--- src/rtl/xmc_pkg.sv ---
// Shared types and constants for the x86 micro-op cracker.
package xmc_pkg;

  localparam int unsigned NumSlots = 8;
  localparam logic [63:0] TempAddr = 64'd32;
  localparam logic [63:0] TempLoad = 64'd33;
  localparam logic [63:0] RegSp = 64'd4;

  typedef enum logic [3:0] {
    OP_SUB = 4'd0, OP_ADD = 4'd1, OP_SUB_F = 4'd2, OP_ADD_F = 4'd3, OP_CMP = 4'd4,
    OP_TEST = 4'd5, OP_MULT = 4'd6, OP_DIV = 4'd7, OP_MOV = 4'd8, OP_JMP = 4'd9
  } op_code_e;

  typedef enum logic [1:0] {
    OT_IMM = 2'd0, OT_REG = 2'd1, OT_MEM = 2'd2, OT_NONE = 2'd3
  } opnd_e;

  typedef enum logic [2:0] {
    IT_ABSENT = 3'd0, IT_REG = 3'd1, IT_IMM = 3'd2, IT_MEM = 3'd3, IT_UNSUP = 3'd4
  } in_type_e;

  typedef enum logic [3:0] {
    K_SUB = 4'd0, K_ADD = 4'd1, K_MOV = 4'd2, K_CMP = 4'd3, K_TEST = 4'd4,
    K_PUSH16 = 4'd5, K_PUSH64 = 4'd6, K_JMP = 4'd7, K_CALL = 4'd8
  } kind_e;

  localparam logic [4:0] BaseRip = 5'd17;

  // Program slots of one instruction, emitted in this order.
  typedef enum logic [2:0] {
    S_ADDR_MOV = 3'd0, S_MULT = 3'd1, S_ADD_BASE = 3'd2, S_ADD_DISP = 3'd3,
    S_LOAD = 3'd4, S_SUB_SP = 3'd5, S_STORE = 3'd6, S_MAIN = 3'd7
  } slot_e;

  typedef struct packed {
    logic [3:0]        kind;
    logic [63:0]       rip;
    logic [3:0]        length;
    logic [2:0]        first_type;
    logic [63:0]       first_value;
    logic [2:0]        second_type;
    logic [63:0]       second_value;
    logic [4:0]        mem_base;
    logic [4:0]        mem_index;
    logic [3:0]        mem_scale;
    logic signed [63:0] mem_disp;
    logic [5:0]        flags_mask;
  } in_t;

  typedef struct packed {
    op_code_e    op_code;
    opnd_e       dest_type;
    logic [63:0] dest_value;
    opnd_e       src_type;
    logic [63:0] src_value;
    logic [5:0]  flags_wr;
    logic [63:0] path_a;
    logic [63:0] path_b;
    logic        failed;
    logic        last;
  } out_t;

  // Classified instruction, handed from front to back.
  typedef struct packed {
    logic [NumSlots-1:0] mask;
    logic        fail;
    op_code_e    main_code;
    opnd_e       main_dt;
    logic [63:0] main_dv;
    opnd_e       main_st;
    logic [63:0] main_sv;
    logic [5:0]  flags;
    opnd_e       addr_st;
    logic [63:0] addr_sv;
    logic [3:0]  scale;
    logic [4:0]  base;
    logic [63:0] disp;
    opnd_e       store_st;
    logic [63:0] store_sv;
    logic [3:0]  sp_bytes;
    logic [63:0] path_a;
    logic [63:0] path_b;
  } plan_t;

endpackage

--- src/rtl/xmc_front.sv ---
// Front end: classifies one instruction into a slot plan.
module xmc_front (
  input  xmc_pkg::in_t   in_i,
  output xmc_pkg::plan_t plan_o
);
  import xmc_pkg::*;

  logic        is_alu, is_push, is_br, is_call;
  logic        op1_ok, op2_ok, use_mem, has_base, has_index, abs_form, fail;
  logic [63:0] ret_addr, rel_abs, br_target;
  opnd_e       t1_map, t2_map;
  op_code_e    alu_code;

  always_comb begin
    is_alu  = in_i.kind <= K_TEST;
    is_push = (in_i.kind == K_PUSH16) || (in_i.kind == K_PUSH64);
    is_call = in_i.kind == K_CALL;
    is_br   = (in_i.kind == K_JMP) || is_call;

    op1_ok = ((in_i.first_type == IT_REG) && (in_i.first_value[63:4] == '0)) ||
             (in_i.first_type == IT_IMM) || (in_i.first_type == IT_MEM);
    op2_ok = ((in_i.second_type == IT_REG) && (in_i.second_value[63:4] == '0)) ||
             (in_i.second_type == IT_IMM) || (in_i.second_type == IT_MEM);

    priority if (is_alu) begin
      fail = !op1_ok || !op2_ok ||
             ((in_i.first_type == IT_MEM) && (in_i.second_type == IT_MEM));
    end else if (is_push || is_br) begin
      fail = !op1_ok;
    end else begin
      fail = 1'b1;
    end

    use_mem = (in_i.first_type == IT_MEM) || (is_alu && (in_i.second_type == IT_MEM));
    has_base  = in_i.mem_base < 5'd16;
    has_index = in_i.mem_index < 5'd16;
    abs_form  = (in_i.mem_base == BaseRip) || (!has_base && !has_index);

    ret_addr  = in_i.rip + {60'd0, in_i.length};
    rel_abs   = ret_addr + in_i.mem_disp;
    br_target = ret_addr + in_i.first_value;

    unique case (in_i.first_type)
      IT_REG:  t1_map = OT_REG;
      IT_IMM:  t1_map = OT_IMM;
      default: t1_map = OT_MEM;
    endcase
    unique case (in_i.second_type)
      IT_REG:  t2_map = OT_REG;
      IT_IMM:  t2_map = OT_IMM;
      default: t2_map = OT_MEM;
    endcase

    unique case (in_i.kind)
      K_SUB:   alu_code = OP_SUB_F;
      K_ADD:   alu_code = OP_ADD_F;
      K_MOV:   alu_code = OP_MOV;
      K_CMP:   alu_code = OP_CMP;
      default: alu_code = OP_TEST;
    endcase

    plan_o = '0;
    plan_o.fail  = fail;
    plan_o.scale = in_i.mem_scale;
    plan_o.base  = in_i.mem_base;
    plan_o.disp  = in_i.mem_disp;
    plan_o.sp_bytes = (in_i.kind == K_PUSH16) ? 4'd2 : 4'd8;

    // Address expansion source
    if (abs_form) begin
      plan_o.addr_st = OT_IMM;
      plan_o.addr_sv = (in_i.mem_base == BaseRip) ? rel_abs : in_i.mem_disp;
    end else begin
      plan_o.addr_st = OT_REG;
      plan_o.addr_sv = has_index ? {59'd0, in_i.mem_index} : {59'd0, in_i.mem_base};
    end

    plan_o.mask[S_ADDR_MOV] = use_mem;
    plan_o.mask[S_MULT]     = use_mem && !abs_form && has_index && (in_i.mem_scale > 4'd1);
    plan_o.mask[S_ADD_BASE] = use_mem && !abs_form && has_index && has_base;
    plan_o.mask[S_ADD_DISP] = use_mem && !abs_form && (in_i.mem_disp != '0);
    plan_o.mask[S_LOAD]     = use_mem && !is_alu;
    plan_o.mask[S_SUB_SP]   = is_push || is_call;
    plan_o.mask[S_STORE]    = is_push || is_call;
    plan_o.mask[S_MAIN]     = is_alu || is_br;

    // Store source for push or call
    if (is_call) begin
      plan_o.store_st = OT_IMM;
      plan_o.store_sv = ret_addr;
    end else if (in_i.first_type == IT_MEM) begin
      plan_o.store_st = OT_REG;
      plan_o.store_sv = TempLoad;
    end else begin
      plan_o.store_st = t1_map;
      plan_o.store_sv = in_i.first_value;
    end

    plan_o.path_a = ret_addr;
    if (is_alu) begin
      plan_o.main_code = alu_code;
      plan_o.main_dt   = t1_map;
      plan_o.main_dv   = (in_i.first_type == IT_MEM) ? TempAddr : in_i.first_value;
      plan_o.main_st   = t2_map;
      plan_o.main_sv   = (in_i.second_type == IT_MEM) ? TempAddr : in_i.second_value;
      plan_o.flags     = (in_i.kind == K_MOV) ? 6'd0 : in_i.flags_mask;
    end else begin
      plan_o.main_code = OP_JMP;
      plan_o.main_st   = OT_NONE;
      plan_o.main_sv   = '0;
      if (in_i.first_type == IT_IMM) begin
        plan_o.main_dt = OT_IMM;
        plan_o.main_dv = br_target;
      end else begin
        plan_o.main_dt = OT_REG;
        plan_o.main_dv = (in_i.first_type == IT_MEM) ? TempLoad : in_i.first_value;
      end
      if (is_br) begin
        plan_o.path_a = (in_i.first_type == IT_IMM) ? br_target : '0;
        plan_o.path_b = is_call ? ret_addr : '0;
      end
    end

    if (fail) begin
      plan_o.mask = '0;
      plan_o.mask[S_MAIN] = 1'b1;
    end
  end

endmodule

--- src/rtl/xmc_queue.sv ---
// Small register queue of slot plans between front and back.
module xmc_queue #(
  parameter int unsigned Depth = 2
) (
  input  logic           clk_i,
  input  logic           rst_ni,
  input  logic           push_i,
  input  xmc_pkg::plan_t data_i,
  output logic           full_o,
  input  logic           pop_i,
  output logic           empty_o,
  output xmc_pkg::plan_t data_o
);
  import xmc_pkg::*;

  localparam int unsigned PtrW = (Depth > 1) ? $clog2(Depth) : 1;
  localparam int unsigned CntW = $clog2(Depth + 1);
  localparam logic [PtrW-1:0] LastPtr = PtrW'(Depth - 1);

  plan_t            mem_q [Depth];
  logic [PtrW-1:0]  wr_q, wr_d, rd_q, rd_d;
  logic [CntW-1:0]  cnt_q, cnt_d;

  assign full_o  = cnt_q == CntW'(Depth);
  assign empty_o = cnt_q == '0;
  assign data_o  = mem_q[rd_q];

  always_comb begin
    wr_d  = wr_q;
    rd_d  = rd_q;
    cnt_d = cnt_q;
    if (push_i) begin
      wr_d = (wr_q == LastPtr) ? '0 : wr_q + 1'b1;
    end
    if (pop_i) begin
      rd_d = (rd_q == LastPtr) ? '0 : rd_q + 1'b1;
    end
    if (push_i && !pop_i) begin
      cnt_d = cnt_q + 1'b1;
    end else if (pop_i && !push_i) begin
      cnt_d = cnt_q - 1'b1;
    end
  end

  always_ff @(posedge clk_i or negedge rst_ni) begin
    if (!rst_ni) begin
      wr_q  <= '0;
      rd_q  <= '0;
      cnt_q <= '0;
    end else begin
      wr_q  <= wr_d;
      rd_q  <= rd_d;
      cnt_q <= cnt_d;
    end
  end

  always_ff @(posedge clk_i) begin
    if (push_i) begin
      mem_q[wr_q] <= data_i;
    end
  end

  assert property (@(posedge clk_i) disable iff (!rst_ni) push_i |-> !full_o || pop_i)
    else $error("queue overflow");
  assert property (@(posedge clk_i) disable iff (!rst_ni) pop_i |-> !empty_o)
    else $error("queue underflow");
  assert property (@(posedge clk_i) disable iff (!rst_ni) cnt_q <= CntW'(Depth))
    else $error("queue count out of range");

endmodule

--- src/rtl/xmc_back.sv ---
// Back end: walks the slot plan and emits one micro-op per cycle while the output is not stalled.
module xmc_back (
  input  logic           clk_i,
  input  logic           rst_ni,
  input  logic           empty_i,
  input  xmc_pkg::plan_t plan_i,
  output logic           pop_o,
  output logic           out_valid_o,
  input  logic           out_stall_i,
  output xmc_pkg::out_t  out_data_o
);
  import xmc_pkg::*;

  logic [NumSlots-1:0] done_q, done_d, rem, rest;
  logic [2:0]          idx;
  logic                fire, is_last, out_valid_q, out_valid_d;
  out_t                op, out_q;

  assign rem  = plan_i.mask & ~done_q;
  assign fire = !empty_i && (!out_valid_q || !out_stall_i);

  always_comb begin
    idx = S_MAIN;
    for (int i = NumSlots - 1; i >= 0; i--) begin
      if (rem[i]) begin
        idx = 3'(i);
      end
    end
    rest    = rem;
    rest[idx] = 1'b0;
    is_last = rest == '0;
  end

  always_comb begin
    op = '0;
    op.path_a    = plan_i.path_a;
    op.path_b    = plan_i.path_b;
    op.last      = is_last;
    op.dest_type = OT_REG;
    op.dest_value = TempAddr;
    unique case (slot_e'(idx))
      S_ADDR_MOV: begin
        op.op_code = OP_MOV;
        op.src_type = plan_i.addr_st;
        op.src_value = plan_i.addr_sv;
      end
      S_MULT: begin
        op.op_code = OP_MULT;
        op.src_type = OT_IMM;
        op.src_value = {60'd0, plan_i.scale};
      end
      S_ADD_BASE: begin
        op.op_code = OP_ADD;
        op.src_type = OT_REG;
        op.src_value = {59'd0, plan_i.base};
      end
      S_ADD_DISP: begin
        op.op_code = OP_ADD;
        op.src_type = OT_IMM;
        op.src_value = plan_i.disp;
      end
      S_LOAD: begin
        op.op_code = OP_MOV;
        op.dest_value = TempLoad;
        op.src_type = OT_MEM;
        op.src_value = TempAddr;
      end
      S_SUB_SP: begin
        op.op_code = OP_SUB;
        op.dest_value = RegSp;
        op.src_type = OT_IMM;
        op.src_value = {60'd0, plan_i.sp_bytes};
      end
      S_STORE: begin
        op.op_code = OP_MOV;
        op.dest_type = OT_MEM;
        op.dest_value = RegSp;
        op.src_type = plan_i.store_st;
        op.src_value = plan_i.store_sv;
      end
      default: begin
        if (plan_i.fail) begin
          // failure: single record, everything else zero
          op = '0;
          op.dest_type = OT_NONE;
          op.src_type  = OT_NONE;
          op.failed    = 1'b1;
          op.last      = 1'b1;
        end else begin
          op.op_code = plan_i.main_code;
          op.dest_type = plan_i.main_dt;
          op.dest_value = plan_i.main_dv;
          op.src_type = plan_i.main_st;
          op.src_value = plan_i.main_sv;
          op.flags_wr = plan_i.flags;
        end
      end
    endcase
  end

  always_comb begin
    done_d = done_q;
    out_valid_d = out_valid_q && out_stall_i;
    if (fire) begin
      out_valid_d = 1'b1;
      done_d = is_last ? '0 : (done_q | ~rest & rem);
    end
  end

  assign pop_o = fire && is_last;

  always_ff @(posedge clk_i or negedge rst_ni) begin
    if (!rst_ni) begin
      done_q      <= '0;
      out_valid_q <= 1'b0;
    end else begin
      done_q      <= done_d;
      out_valid_q <= out_valid_d;
    end
  end

  always_ff @(posedge clk_i) begin
    if (fire) begin
      out_q <= op;
    end
  end

  assign out_valid_o = out_valid_q;
  assign out_data_o  = out_q;

  assert property (@(posedge clk_i) disable iff (!rst_ni) fire |-> rem != '0)
    else $error("emit with empty slot plan");
  assert property (@(posedge clk_i) disable iff (!rst_ni)
    out_valid_o && out_data_o.failed |-> out_data_o.last)
    else $error("failure record not last");
  assert property (@(posedge clk_i) disable iff (!rst_ni) empty_i |=> $stable(done_q))
    else $error("slot progress without a plan");

endmodule

--- src/rtl/x86_to_micro_op_cracker_core.sv ---
// Top level of the x86 instruction to micro-op cracker.
//
// Input channel (in_valid_i / in_stall_o / in_data_i) takes one decoded
// instruction per transaction. Output channel (out_valid_o / out_stall_i /
// out_data_o) gives one micro-op per transaction; out_data_o.last marks the
// final micro-op of an instruction, and an unliftable form gives a single
// transaction with failed and last set.
// The front classifies an instruction in the cycle it arrives and writes a
// slot plan into a short queue (QueueDepth entries). The back walks the eight
// program slots (address build, load, stack adjust, store, main op) and
// emits one micro-op per cycle into an output register while the output is
// not stalled. The first micro-op passes through the queue and then the
// output register before it is visible. An instruction gives 1 to 8
// micro-ops, and the back end has a single output register; acceptance
// continues while the queue has room.
// Reset empties the queue and clears output valid; no clearing pass is needed.
// A stalled output holds its transaction; the back stops, the queue fills,
// and in_stall_o rises once the queue is full.
module x86_to_micro_op_cracker_core #(
  parameter int unsigned QueueDepth = 2
) (
  input  logic           clk_i,
  input  logic           rst_ni,
  input  logic           in_valid_i,
  output logic           in_stall_o,
  input  xmc_pkg::in_t   in_data_i,
  output logic           out_valid_o,
  input  logic           out_stall_i,
  output xmc_pkg::out_t  out_data_o
);
  import xmc_pkg::*;

  plan_t plan_front, plan_head;
  logic  q_full, q_empty, q_pop, in_fire;

  assign in_stall_o = q_full;
  assign in_fire    = in_valid_i && !q_full;

  xmc_front u_front (
    .in_i   (in_data_i),
    .plan_o (plan_front)
  );

  xmc_queue #(
    .Depth (QueueDepth)
  ) u_queue (
    .clk_i   (clk_i),
    .rst_ni  (rst_ni),
    .push_i  (in_fire),
    .data_i  (plan_front),
    .full_o  (q_full),
    .pop_i   (q_pop),
    .empty_o (q_empty),
    .data_o  (plan_head)
  );

  xmc_back u_back (
    .clk_i       (clk_i),
    .rst_ni      (rst_ni),
    .empty_i     (q_empty),
    .plan_i      (plan_head),
    .pop_o       (q_pop),
    .out_valid_o (out_valid_o),
    .out_stall_i (out_stall_i),
    .out_data_o  (out_data_o)
  );

endmodule
--- config.mk ---
export PLATFORM = sky130hd
export DESIGN_NAME = x86_to_micro_op_cracker_core
export DESIGN_NICKNAME = d
export VERILOG_FILES = /design/src/rtl/xmc_pkg.sv /design/src/rtl/xmc_front.sv /design/src/rtl/xmc_queue.sv /design/src/rtl/xmc_back.sv /design/src/rtl/x86_to_micro_op_cracker_core.sv
export SDC_FILE = /design/constraint.sdc
export NUM_CORES = 2
export LEC_CHECK = 0
export BUFFER_PORTS_ARGS = -buffer_cell sky130_fd_sc_hd__buf_4
export CAP_MARGIN = 20
export CORE_ASPECT_RATIO = 1.2
export CORE_MARGIN = 2
export CORE_UTILIZATION = 40
export DETAILED_ROUTE_END_ITERATION = 10
export GPL_TIMING_DRIVEN = 0
export PLACE_DENSITY_LB_ADDON = 0.08
export SETUP_SLACK_MARGIN = 0.15
export SLEW_MARGIN = 20
export SYNTH_ARGS = -nofsm -noshare
export SYNTH_HDL_FRONTEND = slang
export SYNTH_HIERARCHICAL = 1
export SYNTH_SLANG_ARGS = --single-unit
--- constraint.sdc ---
create_clock -name clk_i -period 43.5 [get_ports clk_i]
set_clock_uncertainty 0.2 [all_clocks]
set_input_delay 4.35 -clock clk_i [delete_from_list [all_inputs] [get_ports clk_i]]
set_output_delay 4.35 -clock clk_i [all_outputs]
set_load 0.1 [all_outputs]
==> out/qor.csv <==
metric,value,unit
status,"finished, final reports clean",
post_cts_buffers,0,
power.internal,3.10,mW
yosys.area_share.simple,10.2,%
cp_data_required_time,43.75,ns
p_leak,27.5,nW
fin_crit,11.46,ns
overflow,0,
die_x,359,µm
clkSinkCount,1261,
fin_total_pwr,5.42,mW
tightestPinTransition,1.18,ns
arrival,11.71,ns
cp_slowest_cell,nor4_1,
path_cells,buf_4 > nand4_1 > nor4_1 > nand2_1 > nor2_1 > nand2_1 > nor2_1 > nand2_1 > xor2_1 > inv_1 > ha_1 > nand2_1 > nor2_1 > a211oi_1 > and4_1 > o31ai_1 > nand2_1 > o21bai_1 > a221o_1 > a31oi_1 > xor2_1 > o22ai_1,
fmax,0.0873,GHz
timing.rr.start,u_queue/rd_q,
clk_latency,0.80,ns
routabilityCongestion,0.936,
wire_per_inst,30.6,µm
maxSlewViolCount,0,
swShare,42.8,%
setup_viol,0,
grt_usage,28.5,%
area_growth,20.5,%
dr.pass1.iters,6,
avgSynthCellArea,13.4,µm²
drtIter0Drc,4418,
worst_slack,32.04,ns
setup-tns-final,0,ns
ys.flop_type,edfxtp_1,
yosysSeqAreaShare,62.4,%
min_delay_path_depth,1,
start_kind,primary input,
cp-end-kind,register,
slew_headroom,21.4,%
final_nets,5714,
cp_common_cell,nand2_1,
num_vias,41800,
drt.antenna.violating_nets,0,
rsz0062_at_grt,no,
hold_viol,0,
ys_async_sr_fraction,1.03,%
clkTransAtPathRegs,0.06,ns
start_util,40.3,%
num_io_pins,568,
slowest_delay,0.82,ns
htreeDepth,4,
wl,225,mm
maxCapViolations,0,
numCtsBuffers,136,
netlist_instances,4525,
min_path_type,reg2reg,
fin_area,73000,µm²
die_area,155000,µm²
seqPwrFrac,34.5,%
grt_pass1_vias,41400,
antenna_found_initial,36,
pwr-share-comb,44.5,%
fin_crit_sh,26.3,%
clockBufferDepth,3,
final_cells,7375,
ys_types,90,
die_h,430,µm
dp.cells,7118,
critPathMaxFanout,6,
core,150000,µm²
drc,0,
post-place-ws,31.41,ns
hold_slack,0.283,ns
cts-root-buf,clkbuf_16,
cts_resized,0,
crit_start,in_data_i[234],
grt_max_degree,50,
synth_compound_area_share,8.84,%
cellPowerDensity,74.2,nW/µm²
via_per_inst,5.66,
rows,156,
synth_area,60600,µm²
io_buffers,562,
worstHoldStart,u_queue/cnt_q[1],
post_dp_cell_area,68600,µm²
path_class,in2reg,
synth_fa_ha_area_share,2.91,%
synthXorXnorAreaFrac,2.77,%
synthMuxAreaShare,9.27,%
hold_buffers,0,
worst-r2r-setup-slack,38.53,ns
fill_cells,13500,
ys.warnings.count,6,
final_util,48.5,%
vdd_drop_max,0.0000665,V
drive_gt1_share,27.3,%
dp.final_hpwl,176,mm
tritoncts,yes,
synth_edf_count,1248,
power_frac_clock,21.0,%
ys_seq_elements,1261,
mostFrequentLayoutCells,"edfxtp_1 (1248), buf_4 (643), mux2_2 (456)",
netSwitchingPower,2.32,mW
synth_top_family_by_area,simple AND/OR/NAND/NOR gates,
layout_commonest_cell,edfxtp_1,
reg2regPathDepth,10,
grt_pass1_wl,310,mm
cell type report:
type	instances	area, µm²	share of cell area, %
flip-flops and latches	1261	37800	51.8
well taps	1975	2470	3.39
repair buffers	616	5510	7.55
inverters	113	424	0.581
diodes	13	32.5	0.0446
multi-input cells	2842	20600	28.3
clock buffers	164	3610	4.95
clock inverters	80	707	0.968
plain buffers	311	1810	2.47
power by group through the flow:
stage / Combinational [mW] / Sequential (mW) / Clock (mW)
finish: 2.41 / 1.87 / 1.14
global route: 2.50 / 1.90 / 1.21
CTS: 2.42 / 1.87 / 1.17
detailed placement: 2.41 / 1.89 / 0
global placement: 2.31 / 2.29 / 0
floorplan: 0.781 / 2.97 / 0
critical path, delay by kind of cell:
kind	cells	cell delay, ns
AOI/OAI and AO/OA	6	1.82
xor gates and xnor gates	2	0.92
adders and majority gates	1	0.41
buffers and inverters	2	0.40
and+or+nand+nor	11	3.77
path summary, 6_finish.rpt:
path / endpoint
max: u_queue/mem_q[0][111]
min: u_queue/cnt_q[1]
max reg2reg: u_back/out_data_o[236]
min reg2reg: u_queue/cnt_q[1]
max in group asynchronous: u_queue/rd_q
min in group asynchronous: u_back/done_q[0]
synthesized netlist by cell type, drive strengths merged (10+ instances only):
cell | instances | share of area [%]
nor2b | 20 | 0.22
edfxtp | 1248 | 62
a211oi | 15 | 0.21
and2 | 276 | 2.9
xnor2 | 96 | 1.4
o211ai | 12 | 0.15
o31ai | 12 | 0.15
xor2 | 95 | 1.4
nor2 | 201 | 1.3
nand2 | 314 | 1.9
nor3 | 37 | 0.32
a222oi | 64 | 1.1
nand3 | 150 | 1.3
and3 | 22 | 0.24
o22ai | 46 | 0.47
a31oi | 18 | 0.19
clkbuf | 158 | 0.98
o21ai | 205 | 1.7
nor4 | 52 | 0.57
mux2i | 12 | 0.20
buf | 153 | 2.0
dfrtp | 13 | 0.54
a21o | 137 | 1.7
inv | 113 | 0.70
o21a | 20 | 0.25
nand4 | 61 | 0.63
mux2 | 488 | 9.1
a21oi | 157 | 1.3
a221oi | 10 | 0.14
ha | 136 | 2.8
nand2b | 23 | 0.24
or3 | 11 | 0.11
o21bai | 29 | 0.36
layer usage:
metal  global-route usage, %  up-vias  part of all wire (%)
li1                        -    18600                     -
met1                    38.7    21200                    43
met2                    46.5     1629                    47
met3                    4.94      323                   6.9
met4                    8.99       32                   2.9
met5                       0        -                 0.090
cell families (layout without fill, tap and decap cells):
logic type,count (synthesis),in the layout
XOR/XNOR,191,191
flip-flops,1261,1261
adder cells (fa/ha/maj),139,139
AND/OR/NAND/NOR,1206,1206
AO/OA/AOI/OAI,803,803
buffers and inverters,424,1284
multiplexers,500,500
other,1,16
flip-flops by register name, summed over array words and instances, names as in the netlist:
signal / count
u_back/out_data_o: 272
u_queue/cnt_q: 2
u_queue/wr_q: 1
u_back/out_valid_o: 1
u_back/done_q: 8
u_queue/rd_q: 1
u_queue/mem_q: 976
Power figures use the tool's default switching activity.
